$ cat config.mk
export PLATFORM = sky130hd
export DESIGN_NAME = lkv_cell
export DESIGN_NICKNAME = d
export VERILOG_FILES = /design/src/rtl/lkv_pkg.sv /design/src/rtl/lkv_cell.sv
export SDC_FILE = /design/constraint.sdc
export NUM_CORES = 1
export LEC_CHECK = 0
export ABC_AREA = 0
export ABC_CLOCK_PERIOD_IN_PS = 2720
export BUFFER_PORTS_ARGS = -buffer_cell sky130_fd_sc_hd__buf_2
export CORE_ASPECT_RATIO = 1.4
export CORE_MARGIN = 2
export CORE_UTILIZATION = 45
export DETAILED_ROUTE_END_ITERATION = 6
export MAX_ROUTING_LAYER = met4
export PLACE_DENSITY = 0.79
export SLEW_MARGIN = 15
export SYNTH_ARGS = -nofsm -noshare
export SYNTH_HDL_FRONTEND = slang
export SYNTH_SLANG_ARGS = --single-unit
$ cat constraint.sdc
create_clock -name clk -period 2.72 [get_ports clk]
set_input_delay 0.408 -clock clk [delete_from_list [all_inputs] [get_ports clk]]
set_output_delay 0.408 -clock clk [all_outputs]
set_load 0.03 [all_outputs]
$ cat src/rtl/lkv_pkg.sv
// Shared constants, codes and bus types for the linear key-value table.
// Used by lkv_cell and linear_key_value_table_top; no dependencies.
package lkv_pkg;

    localparam int CAPACITY = 64;
    localparam int DATA_W   = 32;
    localparam int IDX_W    = (CAPACITY > 1) ? $clog2(CAPACITY) : 1;
    localparam int CNT_W    = $clog2(CAPACITY + 1);

    localparam logic [1:0] OP_SET    = 2'd0;
    localparam logic [1:0] OP_LOOKUP = 2'd1;
    localparam logic [1:0] OP_POP    = 2'd2;
    localparam logic [1:0] OP_APPEND = 2'd3;

    localparam logic [1:0] ST_OK    = 2'd0;
    localparam logic [1:0] ST_MISS  = 2'd1;
    localparam logic [1:0] ST_FULL  = 2'd2;
    localparam logic [1:0] ST_EMPTY = 2'd3;

    // search token moving down the cell chain
    typedef struct packed {
        logic              valid;
        logic              found;
        logic [IDX_W-1:0]  idx;
        logic [DATA_W-1:0] rdata;
    } srch_t;

    // write bus broadcast to all cells
    typedef struct packed {
        logic              key_en;
        logic              value_en;
        logic [IDX_W-1:0]  idx;
        logic [DATA_W-1:0] key;
        logic [DATA_W-1:0] value;
    } wr_t;

endpackage

$ cat src/rtl/lkv_cell.sv
// One table entry: key/value storage plus one stage of the search chain.
// Depends on lkv_pkg.
module lkv_cell
(
    input  logic                       clk,
    input  logic                       rst_n,
    input  logic [lkv_pkg::IDX_W-1:0]  cell_idx,
    input  logic [lkv_pkg::DATA_W-1:0] search_key,
    input  logic [lkv_pkg::CNT_W-1:0]  count,
    input  lkv_pkg::wr_t               wr,
    input  lkv_pkg::srch_t             tok_in,
    output lkv_pkg::srch_t             tok_out
);

    logic [lkv_pkg::DATA_W-1:0] key_reg;
    logic [lkv_pkg::DATA_W-1:0] value_reg;
    lkv_pkg::srch_t             tok_reg;
    lkv_pkg::srch_t             tok_next;
    logic                       in_use;
    logic                       hit;

    assign in_use = {{(lkv_pkg::CNT_W - lkv_pkg::IDX_W){1'b0}}, cell_idx} < count;
    assign hit    = tok_in.valid & ~tok_in.found & in_use & (key_reg == search_key);

    always_comb
    begin
        tok_next       = tok_in;
        tok_next.found = tok_in.found | hit;
        if (hit)
        begin
            tok_next.idx   = cell_idx;
            tok_next.rdata = value_reg;
        end
    end

    always_ff @(posedge clk)
    begin
        if (wr.key_en && (wr.idx == cell_idx))
        begin
            key_reg <= wr.key;
        end
        if (wr.value_en && (wr.idx == cell_idx))
        begin
            value_reg <= wr.value;
        end
    end

    always_ff @(posedge clk or negedge rst_n)
    begin
        if (!rst_n)
        begin
            tok_reg <= '0;
        end
        else
        begin
            tok_reg <= tok_next;
        end
    end

    assign tok_out = tok_reg;

endmodule

Word level (Yosys, flattened, before mapping)
Index checks and enable logic that the tools add are counted.
{"block": "word_totals", "register_bits": 104, "out_inout_bits": 40}
{"block": "op_classes", "n_lt_le_gt_ge": 1, "n_bitwise": 5, "n_eq_ne": 2, "mux": 1, "n_reduce_logical": 2}
{"cell": "$mux 38", "n": 1}
{"cell": "$eq 32x32->1", "n": 1}
{"cell": "$lt 6x7->1", "n": 1}
{"cell": "$eq 6x6->1", "n": 1}
{"cell": "$and 1x1->1", "n": 3}
{"cell": "$logic_and 1x1->1", "n": 2}
{"cell": "$not 1->1", "n": 1}
{"cell": "$or 1x1->1", "n": 1}

Logic depth before layout (Yosys ltp)
Gate-level depths: netlist of the first run.
{"block": "logic_depth", "word_depth": 5, "mapped_depth": 9, "ltp_nobuf": 7}

Worst setup path after synthesis of the first run
Ideal clock, no wire load.
{"block": "synth_path", "kind": "input-to-reg", "start": "in count[4] in the netlist's numbering", "end": "reg tok_reg, in the netlist tok_out[28]", "arrival_time_ns": 1.924, "path_slack_ns": 0.671, "setup_ns": 0.125, "stages": 9, "cell_sequence": "inv_1 > ha_1 > a21oi_1 > nor3b_1 > nor4_2 > o2111ai_1 > buf_4 > buf_6 > mux2_4"}
{"element": "start, declared", "line": "lkv_cell.sv:9", "rtl": "input logic [lkv_pkg::CNT_W-1:0] count,"}
{"element": "end signal, assigned", "line": "lkv_cell.sv:56", "rtl": "tok_reg <= tok_next;"}
{"element": "end, declared", "line": "lkv_cell.sv:17", "rtl": "lkv_pkg::srch_t tok_reg;"}

==> impl_metrics.yaml, run 1 <==
status:
  status: "completed"
yosys:
  synth_area_leaders: "edfxtp_1, dfrtp_1, mux2_2"
  avgSynthCellArea_um2: 18.1
  synth.net_count: 385
  synth_edf_count: 64
  yosysSeqAreaShare_pct: 73.1
  syn_inst: 221
  ys_top_cells_by_count: "edfxtp_1, dfrtp_1, xnor2_1, mux2_2, mux2_4"
  synth_ff_type: "edfxtp_1"
  ys_ff_latch: 104
  synth.most_common_cell: "edfxtp_1"
  synth_top_area_cell: "edfxtp_1"
  yosysWarningCount: 0
  syn_area_um2: 4000
  netlist.area_leader.share_pct: 48.1
  ys_async_sr_fraction_pct: 38.5
  ys_types: 27
place:
  dp_cells: 523
  place.gp.congestion: 0.777
  port_buffers: 198
  dp_hpwl_mm: 6.52
  dp_slack_ns: 0.304
sta:
  whs_ns: 0.195
  max_freq_ghz: 0.445
  worst_pin_slew_ns: 0.903
  fin_crit_sh_pct: 82.6
  setup_violations: 0
  maxSlewHeadroom_pct: 39.8
  fin_skew_ns: 0.00933
  rsz0062_at_grt: "no"
  fin_ws_ns: 0.474
  final_max_slew_viol_count: 0
  final_hold_viol_count: 0
  tns_ns: 0
  post-route-min-period_ns: 2.25
clock_network:
  cts_resized: 0
  path_clk_slew_ns: 0.07
  postCtsSetupRepairBufs: 0
  clkSinkCount: 104
  cts_tree: "yes"
  postCtsHoldBufs: 0
  clk_latency_ns: 0.34
  cts_buffers: 9
  ctsLongestPathBuffers: 2
  root_buffer: "clkbuf_16"
  cts_max_level: 3
cells_and_area:
  syn_to_final_growth_pct: 36.2
  layout.nets: 593
  instances_no_fill: 541
  largest_reg_flops: 40
  drive_above_1_share_pct: 59.0
detailed_routing:
  ant_nets: 0
  drc_errors: 0
  via_count: 2554
  wire_per_inst_um: 15.5
  first_iter_violations: 52
  dr.pass1.iters: 3
  wl_mm: 8.36
  vias_per_cell: 4.72
floorplanning:
  dieArea_um2: 9660
  start_util_pct: 46.4
  die_x_um: 83.7
  num_io_pins: 199
  design.core.area_um2: 8610
  rows: 40
  die_height_um: 116
global_routing:
  grt_max_degree: 41
  grt_pass1_wl_mm: 12.6
  grt_pass1_vias: 2729
  antenna_found_initial: 2
  grt-ovfl-total: 0
  grt_use_total_pct: 18.3
worst_hold_path:
  holdCritPathClass: "primary input to async pin"
pwr:
  power.leakage_nw: 2.40
  power_mw: 3.35
  peakVddDrop_mv: 0.355
  power_density_nw_per_um2: 615
setup_path:
  critical_path_required_ns: 2.94
  end_kind: "register"
  crit_type: "register to register"
  arrival_ns: 2.47
  crit_path_max_fanout: 39
  crit_path_start_kind: "register"
flow_run:
  maxCapViolations: 0
## layer usage
metal  share of wire [%]  GRT usage, %  up-vias
met1                  36          18.4     1164
met2                  52          31.8      146
met4                 3.0          10.2        0
met3                 9.0          5.27       20
li1                    -             -     1224
met5                   0             -        -
## critical path: stages, from the launching register on
cell and delay [ns]:
edfxtp_1 0.41, xnor2_1 0.20, nand4_1 0.15, nor4_1 0.50
o2111ai_4 0.18, buf_4 0.33, mux2_2 0.34
## final timing paths
path	startpoint	to	slack, ns	cells past startpoint
worst min register to register	value_reg[20]	tok_out[20]	0.48	1
min in group clk	tok_in[39]	tok_out[39]	0.20	1
worst max-delay path	key_reg[17]	tok_out[0]	0.47	6
worst max register to register	key_reg[17]	tok_out[0]	0.47	6
worst min-delay path	rst_n	tok_out[32]	0.20	1
max in group asynchronous	rst_n	tok_out[0]	1.95	1
## placed cells by master (no fill, tap or decap), types with 5 or more instances in the layout
cell       instances
mux2_4             9
inv_1              8
dfrtp_1           40
clkbuf_16         10
buf_2            198
xnor2_1           34
edfxtp_1          64
mux2_2            29
nand4_1            7
ha_1               5
## stage by stage
stage / area [um^2] / utilization (%)
floorplan: 4000 / -
global placement: 5130 / 59.6
detailed placement: 5130 / 59.6
CTS: 5440 / 63.2
global route: 5450 / 63.3
finish: 5450 / 63.3
## final cells by class
class,instances,area (um^2)
diodes,2,5.00
inverters,8,30.0
flip-flops and latches,104,2920
clock buffers,11,254
well taps,105,131
repair buffers,201,1010
fillers,670,3160
clock inverters,5,53.8
multi-input cells,105,1030
## kinds of logic (layout without fill, tap and decap cells)
logic type                 count (synthesis)  in the layout  synth area share (%)
AOI/OAI and AO/OA                          6              6                  1.16
xor gates and xnor gates                  37             37                  8.11
adders and majority gates                  5              5                  1.56
buffers and inverters                     12            225                  1.44
DFF                                      104            104                  73.1
muxes                                     38             38                  11.5
other                                      0              2                     0
and+or+nand+nor                           19             19                  3.07
## power by group
group | leakage, nW | total (mW) | internal (mW) | switching, mW
registers | 1.04 | 1.73 | 1.72 | 0.0109
logic | 1.20 | 0.325 | 0.158 | 0.167
clock network | 0.154 | 1.29 | 0.766 | 0.528
total | 2.40 | 3.35 | 2.65 | 0.705
No activity file was read; power rests on OpenSTA's default activity.
==> run 2: changes to the inputs <==
ABC_AREA = 1   (was 0)
ABC_CLOCK_PERIOD_IN_PS = 1950   (was 2720)
CORE_UTILIZATION = 44   (was 45)
PLACE_DENSITY = 0.77   (was 0.79)
clock period = 1.95 ns   (was 2.72 ns; I/O delays follow)
==> impl_metrics.yaml, run 2 <==
setup_path:
  end_kind: "register"
  crit_path_start: "cell_idx[5]"
  cp.depth: 12
  crit_path_max_incr_delay_ns: 0.28
  r2r-end: "tok_out[4]"
  worstPathCellList: "buf_2, ha_1, inv_1, nor2_1, nand3_1, a21oi_1, nor2_1, nand2_2, inv_2, buf_4, nand3_1, nand2_1"
  crit_type: "primary input to register"
  crit_path_max_fanout: 17
  critPathSlowestCell: "ha_1"
  r2r_slack_ns: 0.35
  crit_family: "simple AND/OR/NAND/NOR gates"
  regToRegStartpoint: "key_reg[0]"
  critical_path_required_ns: 2.18
  arrival_ns: 1.86
  r2r_cells: 10
  crit_path_start_kind: "primary input"
  path_buf_inv: 4
  crit_end: "tok_out[4]"
global_routing:
  grt_use_total_pct: 19.9
  grt-ovfl-total: 0
  antenna_found_initial: 1
  grt_max_degree: 41
  grt_pass1_wl_mm: 17.3
  grt_pass1_vias: 3824
clock_network:
  postCtsHoldBufs: 0
  clk_latency_ns: 0.35
  root_buffer: "clkbuf_16"
  cts_tree: "yes"
  clkSinkCount: 104
  postCtsSetupRepairBufs: 0
  cts_resized: 0
  cts_buffers: 9
  ctsLongestPathBuffers: 2
  cts_max_level: 3
  path_clk_slew_ns: 0.07
yosys:
  synth.net_count: 632
  synth_edf_count: 64
  synth_ff_type: "edfxtp_1"
  synth_area_leaders: "edfxtp_1, dfrtp_1, nand2_1"
  syn_area_um2: 4850
  synth.most_common_cell: "nand2_1"
  ys_top_cells_by_count: "nand2_1, inv_1, edfxtp_1, dfrtp_1, o21bai_1"
  ys_types: 25
  synth_top_area_cell: "edfxtp_1"
  yosysWarningCount: 0
  syn_inst: 468
  avgSynthCellArea_um2: 10.4
  yosysSeqAreaShare_pct: 60.2
  ys_ff_latch: 104
  ys_async_sr_fraction_pct: 38.5
  netlist.area_leader.share_pct: 39.6
sta:
  post-route-min-period_ns: 1.62
  whs_ns: 0.0746
  fin_skew_ns: 0.0112
  final_hold_viol_count: 0
  fin_crit_sh_pct: 83.1
  final_max_slew_viol_count: 0
  maxSlewHeadroom_pct: 39.3
  rsz0062_at_grt: "no"
  worst_pin_slew_ns: 0.910
  setup_violations: 0
  max_freq_ghz: 0.617
cells_and_area:
  mostFrequentLayoutCell: "buf_2"
  multiInputGateArea_um2: 1440
  final_cell_mix: "buf_2, nand2_1, inv_1"
  seq_area_um2: 2920
  largest_reg_flops: 40
  layout.nets: 834
  final_area_um2: 6320
  drive_above_1_share_pct: 39.0
  syn_to_final_growth_pct: 30.2
  fill_cells: 918
floorplanning:
  rows: 45
  die_height_um: 128
  design.core.area_um2: 10800
  num_io_pins: 199
  dieArea_um2: 11900
  start_util_pct: 44.9
  die_x_um: 92.8
worst_hold_path:
  holdCritPathClass: "primary input to async pin"
detailed_routing:
  wl_mm: 11.1
  vias_per_cell: 4.56
  drc_errors: 0
  dr.pass1.iters: 5
  via_count: 3725
  ant_nets: 0
  first_iter_violations: 228
  wire_per_inst_um: 13.5
pwr:
  power.leakage_nw: 3.13
  power_density_nw_per_um2: 721
  peakVddDrop_mv: 0.428
  power_mw: 4.56
flow_run:
  maxCapViolations: 0
place:
  port_buffers: 198
  dp_hpwl_mm: 8.37
  place.gp.congestion: 0.817
  dpl_cell_area_um2: 6040
status:
  status: "completed"
==> run 2: how the worst min path moves through the flow <==
| stage | from | to | cells past startpoint |
|---|---|---|---|
| 3_3_place_gp | tok_in[39] | tok_out[39] | 1 |
| 6_report | rst_n | tok_out[5] | 1 |
| 2_1_floorplan | rst_n | tok_out[0] | 0 |
| 3_5_place_dp | tok_in[39] | tok_out[39] | 1 |
| 5_1_grt | tok_in[39] | tok_out[39] | 1 |
| 4_1_cts | tok_in[39] | tok_out[39] | 1 |
==> run 2: kinds of logic (layout without fill, tap and decap cells) <==
group,after synthesis,in the layout,share of synthesized area (%)
and+or+nand+nor,188,188,18.3
other,0,1,0
buffers and inverters,112,319,10.5
AOI/OAI and AO/OA,47,47,7.50
xor gates and xnor gates,12,12,2.17
adders and majority gates,5,5,1.29
DFF,104,104,60.2
==> run 2: report_power, final <==
part	switching, mW	internal (mW)
Clock	0.777	0.863
Sequential	0.0193	2.40
Combinational	0.274	0.221
Total	1.07	3.49
==> run 2: layout make-up <==
class	count	share of cell area [%]
Antenna cell	1	0.0396
Clock buffer	9	3.57
Clock inverter	7	0.713
Inverter	96	5.71
Multi-Input combinational cell	252	22.8
Sequential cell	104	46.3
Tap cell	141	2.79
Timing Repair Buffer	207	18.1
==> run 2: stage by stage <==
| stage | instances | util, % | setup TNS (ns) | setup WS [ns] |
|---|---|---|---|---|
| after floorplan | 468 | - | -9.59 | -0.150 |
| after global placement | 800 | 55.9 | -0.474 | -0.0391 |
| after detailed placement | 800 | 55.9 | -0.845 | -0.0802 |
| after CTS | 816 | 58.4 | 0 | 0.283 |
| after global routing | 817 | 58.4 | 0 | 0.111 |
| final | 817 | 58.4 | 0 | 0.329 |
==> run 2: worst reg2reg max path: cells and delay by family (launching register included) <==
| kind | cells | cell delay (ns) |
|---|---|---|
| buffers and inverters | 2 | 0.35 |
| DFF | 1 | 0.38 |
| and+or+nand+nor | 8 | 0.82 |
==> run 2: layer usage <==
layer | vias to the layer above | global-route usage (%) | share of wire [%]
li1 | 1866 | - | -
met1 | 1681 | 21.3 | 37
met2 | 146 | 34.8 | 54
met3 | 32 | 2.94 | 5.3
met4 | 0 | 11.9 | 3.8
met5 | - | - | 0
==> run 3: changes to the inputs <==
ABC_CLOCK_PERIOD_IN_PS = 1600   (was 1950)
CORE_UTILIZATION = 48   (was 44)
PLACE_DENSITY = 0.8   (was 0.77)
clock period = 1.6 ns   (was 1.95 ns; I/O delays follow)
==> impl_metrics.yaml, run 3 (synthesis results as in run 2) <==
cells_and_area:
  final_cell_mix: "buf_2, nand2_1, inv_1"
  fill_cells: 804
  syn_to_final_growth_pct: 35.6
  largest_reg_flops: 40
  mostFrequentLayoutCell: "buf_2"
  drive_above_1_share_pct: 42.2
  n_antenna_cell: 0
  final_core_util_pct: 66.5
  layout.nets: 847
clock_network:
  ctsLongestPathBuffers: 2
  path_clk_slew_ns: 0.08
  clk_latency_ns: 0.34
  cts_buffers: 9
  cts_tree: "yes"
  root_buffer: "clkbuf_16"
  cts_max_level: 3
  clkSinkCount: 104
floorplanning:
  rows: 43
  die_x_um: 89.0
  dieArea_um2: 10900
  design.core.area_um2: 9900
  start_util_pct: 49.0
  num_io_pins: 199
  die_height_um: 123
sta:
  tns_ns: 0
  final_hold_viol_count: 0
  worst_pin_slew_ns: 0.544
  final_max_slew_viol_count: 0
  max_freq_ghz: 0.628
  setup_violations: 0
  maxSlewHeadroom_pct: 63.7
  rsz0062_at_grt: "yes"
  post-route-min-period_ns: 1.59
  fin_crit_sh_pct: 99.5
  fin_skew_ns: 0.0101
setup_path:
  critical_path_required_ns: 1.88
  arrival_ns: 1.87
  crit_path_start_kind: "register"
  end_kind: "register"
  regToRegStartpoint: "key_reg[0]"
  critPathSlowestCell: "edfxtp_1"
  path_common_cell: "nand2_1"
  worstPathCellList: "buf_4, inv_2, nand2_1, nand2_1, nor2_2, nand2_2, nor2_4, nand2_2, nor2_4, buf_12, buf_12, nand3_1, nand2_1"
  crit_path_max_incr_delay_ns: 0.35
  crit_path_start: "key_reg[0]"
  crit_type: "register to register"
  crit_path_max_fanout: 10
pwr:
  combPwrFrac_pct: 11.2
  switchingPower_mw: 1.38
  seqPwrFrac_pct: 51.9
  power.leakage_nw: 3.24
  power_density_nw_per_um2: 864
  internal_power_mw: 4.30
  peakVddDrop_mv: 0.576
  clkPwrFrac_pct: 37.0
  switching_share_pct: 24.3
global_routing:
  grt-ovfl-total: 0
  grt_pass1_wl_mm: 17.3
  grt_use_total_pct: 21.9
  grt_pass1_vias: 3851
  antenna_found_initial: 0
  grt_max_degree: 41
detailed_routing:
  dr.pass1.iters: 5
  drc_errors: 0
  dr_wl_met3_um: 851
  wl_mm: 11.8
  m1WireLength_mm: 4.25
  via_count: 3877
  ant_nets: 0
  wl_met2_mm: 6.33
  highest_layer: "met4"
  first_iter_violations: 140
  vias_per_cell: 4.71
  wire_per_inst_um: 14.4
place:
  dp_hpwl_mm: 8.83
  place.gp.congestion: 0.797
  port_buffers: 198
worst_hold_path:
  worstHoldStart: "tok_in[39]"
  holdCritPathClass: "primary input to register"
flow_run:
  maxCapViolations: 0
status:
  status: "completed"
run 3: changes by cell type in the layout (fill, tap and decap cells not counted), sizes merged:
cell	before	now
buf	207	218
dlygate4sd3	0	1
clkbuf	9	10
diode	1	0
run 3: final cells by class:
cell class              count  area, um^2  share of cell area, %
clock buffers               9         225                   3.42
well taps                 135         169                   2.57
repair buffers            220        1320                   20.1
flip-flops and latches    104        2920                   44.4
inverters                  96         363                   5.52
clock inverters             7        66.3                   1.01
multi-input cells         252        1510                   22.9
run 3: power by group through the flow:
stage	Clock, mW	Combinational, mW	Sequential [mW]
finish	2.10	0.636	2.95
detailed placement	0	0.630	3.01
CTS	2.13	0.635	2.95
global route	2.24	0.700	2.95
global placement	0	0.611	3.01
floorplan	0	0.174	3.11
run 3: worst paths after layout:
path	to	slack [ns]	cells after the start
hold / removal	tok_out[39]	0.05	1
max in group asynchronous	tok_out[38]	0.69	3
setup reg to reg	tok_out[14]	0.008	13
hold reg to reg	tok_out[6]	0.49	2
setup / recovery	tok_out[14]	0.008	13
min in group asynchronous	tok_out[18]	0.52	3
run 3: critical path: cells and delay by family (launching register included):
family / cells / cell delay, ns
flip-flops: 1 / 0.35
AND/OR/NAND/NOR: 9 / 0.78
buffers and inverters: 4 / 0.42
run 3: what timing repair did:
item                       CTS  global route
hold endpoints to repair    40             0
buffers inserted             1             0
hold buffers                 1             0
pin swaps                    5             7
cloned                       2             1
resized for setup            9            17
setup endpoints to repair   38            39
run 3: per-stage QoR:
step                setup slack, ns  cell area [um^2]  hold slack (ns)  cells  power, mW
floorplan                    -0.166              4870          -0.0556    468       3.29
global placement             -0.237              6080            0.325    802       3.62
detailed placement           -0.280              6080            0.343    802       3.64
CTS                         -0.0798              6480           0.0305    822       5.72
global route                 -0.119              6580           0.0409    823       5.90
finish                      0.00770              6580           0.0451    823       5.69
run 3: metal layers:
layer  vias to the layer above  global-route usage, %
li1                       1896                      -
met1                      1787                   22.1
met2                       161                   39.5
met3                        33                   4.21
met4                         0                   11.0
met5                         -                      -
